`config.mk`:
```
export PLATFORM = sky130hd
export DESIGN_NAME = tra_ram
export DESIGN_NICKNAME = d
export VERILOG_FILES = /design/src/sv/tra_ram.sv
export SDC_FILE = /design/constraint.sdc
export NUM_CORES = 1
export LEC_CHECK = 0
export BUFFER_PORTS_ARGS = -buffer_cell sky130_fd_sc_hd__buf_2
export CAP_MARGIN = 0
export CORE_MARGIN = 10
export CORE_UTILIZATION = 50
export DETAILED_ROUTE_END_ITERATION = 6
export PLACE_DENSITY = 0.79
export SLEW_MARGIN = 20
export SYNTH_ARGS = -nofsm -noshare
export SYNTH_HDL_FRONTEND = slang
export SYNTH_SLANG_ARGS = --single-unit
```
`constraint.sdc`:
```
create_clock -name clk -period 2.84 [get_ports clk]
set_input_delay 0.568 -clock clk [delete_from_list [all_inputs] [get_ports clk]]
set_output_delay 0.568 -clock clk [all_outputs]
set_load 0.005 [all_outputs]
```
`src/sv/tra_ram.sv`:
```
`timescale 1ns / 1ps
module tra_ram #(
    parameter int WIDTH = 8,
    parameter int DEPTH = 16
) (
    input  logic                     clk,
    input  logic                     we,
    input  logic [$clog2(DEPTH)-1:0] waddr,
    input  logic [WIDTH-1:0]         wdata,
    input  logic [$clog2(DEPTH)-1:0] raddr,
    output logic [WIDTH-1:0]         rdata
);
    logic [WIDTH-1:0] mem [DEPTH];

    always_ff @(posedge clk)
    begin
        if (we)
        begin
            mem[waddr] <= wdata;
        end
        rdata <= mem[raddr];
    end
endmodule

```
# == After elaboration in Yosys (flattened, before gate mapping) ==
# Memory sizes are Yosys's and may differ from the RTL's. A register that Yosys moved wholly into a read port is not among the register bits.
# Cells that the tools add are included.
# totals
memories,1
register_bits,0
wordCells,3
mem_bits_rw,128
output_inout_bits,8
input_bits,18
# memory_table
memory,words,width,rd,rd_ports_with_merged_regs,write_ports,line_no,source
mem,16,8,1,1,1,13,logic [WIDTH-1:0] mem [DEPTH];
# classes
n_mux,2
# ops
op,count
2-to-1 mux 1 bit,2

# == Logic depth before layout (Yosys ltp) ==
# logic_depth
depth_word,2
depth_mapped,5
ltp_nobuf,3

# == Worst setup path before layout ==
# OpenSTA, ideal clock, no wires.
# synth_path
path_kind,input to register
from,input waddr[2]
to,"memory mem[0][0], enable pin"
required_time_ns,2.457
path_buffers,0
cell_stages,2
setup_slack_ns,0.779
setup_time_ns,0.383
t_arrival_ns,1.678
path_cell_list,or3b_2 -> nor3_1
# synth_rtl
item,line_no,source
from (decl),8,"input logic [$clog2(DEPTH)-1:0] waddr,"
to (decl),13,
# No word-level cell before the write port.

# == Final worst setup path ==
# layout_path
from,input waddr[2]
to,"memory mem[3][1], enable pin"
# No word-level cell before the write port.

==> reports/results.tsv <==
stage	metric	value	unit
power	leakage	2.04	nW
global_route	grt_antenna_before_repair	0	
critical_path	end_kind	flip-flop	
die	die-area	14800	sq um
global_route	grtUsageTotal	14.1	%
clock_network	post_cts_buffers	0	
power	p_sw	904	uW
synthesis	netlist-cell-type-count	19	
critical_path	r2r_start	mem[3][7]	
placement	place_congestion	0.788	
synthesis	synth-adder-area-share	0	%
layout	final_cell_mix	edfxtp_1, buf_2, mux4_2	
clock_network	clk_path_buf_depth	2	
timing	tightest_slew	789	ps
layout	fillers	703	
layout	area_growth	16.8	%
timing	tns	0	ps
critical_path	worstRegToRegCells	3	
placement	io_buffers	25	
clock_network	cts_resized	0	
synthesis	synth.area.mux_share	15.0	%
synthesis	synth_seq_area_share	77.8	%
synthesis	synth_compound_area_share	2.33	%
synthesis	synth_top_family_by_area	multiplexers	
synthesis	syn_area_per_cell	22.5	sq um
critical_path	r2r-end	rdata[7]	
layout	n_antenna_cell	0	
layout	final_common_cell	edfxtp_1	
clock_network	clkLatencyLatePin	510	ps
route	num_vias	2466	
critical_path	rrSetupSlack	1430	ps
synthesis	synth-seq-cells	136	
synthesis	yosys.area_share.simple	3.18	%
global_route	grt_max_degree	33	
power	p_clk_share	43.9	%
power	combPwrFrac	4.6	%
critical_path	cp_data_arrival_time	1830	ps
route	firstDrtPassIters	5	
route	final_antenna_net_count	0	
critical_path	crit_type	primary input to flip-flop	
critical_path	critPathMaxFanout	8	
die	start_util	51.9	%
worst_hold_path	worstHoldEndpoint	mem[15][5]	
timing	skew	10.1	ps
die	rows	36	
critical_path	cp_data_required_time	2980	ps
global_route	grt-ovfl-total	0	
worst_hold_path	hold_start	wdata[5]	
die	core	9910	sq um
timing	rsz0062_at_grt	no	
timing	final_hold_viol_count	0	
timing	fmaxAchievable	0.590	GHz
clock_network	root_buffer	clkbuf_8	
power	ir_worst_vdd	0.605	mV
timing	setup-violations-final	0	
job	cap_violations	0	
die	die_y	121	um
clock_network	clk_pin_slew	60	ps
global_route	grt_first_pass_wirelength	15200	um
worst_hold_path	hp-class	primary input to flip-flop	
route	drc	0	
clock_network	cts_tree	built	
worst_hold_path	hold_depth	1	
timing	fin_crit	1690	ps
power	power.density	728	nW/um^2
route	via_per_inst	5.80	
route	drt_iter0_markers	194	
placement	hpwl	6120	um
route	wl	9660	um
clock_network	postCtsHoldBufs	0	
layout	nets	297	
outcome	outcome	completed	
synthesis	syn_area	5150	sq um
power	share_seq_of_total_power	51.5	%
power	p_sw_share	20.6	%
layout	drive_gt1_share	30.1	%
power	intPower	3.48	mW
timing	fin_crit_sh	59.6	%
synthesis	syn-num-nets	247	
timing	maxSlewHeadroom	47.2	%
critical_path	cp-start-kind	primary input	
synthesis	synth_xor_area_share	0	%
clock_network	clock_sinks	136	
synthesis	synthCells	229	
clock_network	cts_max_level	4	
timing	maxSlewViolCount	0	
clock_network	cts_inserted_buffers	17	
die	io_pins	26	
die	die_width	121	um
power	finalPower	4.38	mW
global_route	grt_pass1_vias	2656	
route	wl_per_cell	22.7	um
synthesis	synth_warnings	0	
[synth_stat cells]
cell type        count  area share [%]
dfxtp_1              8             3.1
nand3b_1             2            0.29
buf_6                3            0.66
buf_4                1            0.15
nor2_1              13            0.95
nor3_1               4            0.39
nand2_1              9            0.66
or3b_2               1            0.17
mux4_1              14             7.1
edfxtp_1           128              75
clkdlybuf4s25_2      3            0.58
buf_2                3            0.29
mux4_2              18             7.9
a22oi_1             16             2.3
and2b_1              1            0.15
nand3_1              1           0.097
nand2b_1             2            0.24
nor2b_1              1            0.12
and2_1               1            0.12
[state kept, by name, summed over array words and instances, names as in the netlist]
signal	count
rdata	8
mem	128
[stage by stage]
stage	area, sq um	instances	setup slack, ps	hold WS, ps	utilization, %
2_1_floorplan	5150	229	779	629	-
3_3_place_gp	5490	393	625	661	55.4
3_5_place_dp	5490	393	609	669	55.4
4_1_cts	6010	425	1150	416	60.7
5_1_grt	6010	425	1080	433	60.7
6_report	6010	425	1150	430	60.7
[how the worst max path moves through the flow]
stage	start	end	slack, ps	cells after the start
floorplan	waddr[2]	mem[0][0]	780	2
detailed placement	waddr[2]	mem[3][4]	610	3
global placement	waddr[2]	mem[2][4]	620	3
finish	waddr[2]	mem[3][1]	1150	3
global route	waddr[2]	mem[2][5]	1080	3
CTS	waddr[2]	mem[3][1]	1150	3
[worst max-delay path: stages]
cell,delay (ps)
buf_2,120
or3b_2,520
nor2_1,620
[final cells by class]
cell class / instances / area (sq um) / share of cell area (%)
multi-input combinational: 83 / 1060 / 17.6
sequential: 136 / 4000 / 66.6
clock buffer: 18 / 418 / 6.95
timing repair buffer: 41 / 258 / 4.29
clock inverter: 14 / 110 / 1.83
tap: 133 / 166 / 2.77
[power by group through the flow]
stage | logic, mW | registers [mW] | clock network (mW)
after floorplan | 0.114 | 2.30 | 0
after global placement | 0.198 | 2.30 | 0
after detailed placement | 0.205 | 2.30 | 0
after CTS | 0.206 | 2.26 | 1.94
after global routing | 0.222 | 2.26 | 2.03
final | 0.202 | 2.26 | 1.92
[layer usage]
layer | vias to the layer above | GRT usage (%) | share of wire [%]
li1 | 1072 | - | -
met1 | 1277 | 18.1 | 41
met2 | 106 | 21.4 | 49
met3 | 11 | 5.68 | 8.8
met5 | - | 0 | 0
met4 | 0 | 4.99 | 1.2
[logic make-up (layout without fill, tap and decap cells)]
kind of cell	Yosys count	in the layout
multiplexers	32	32
flip-flops	136	136
buffers and inverters	10	73
AND/OR/NAND/NOR	35	35
AO/OA/AOI/OAI	16	16
(Power assumes the default switching activity.)
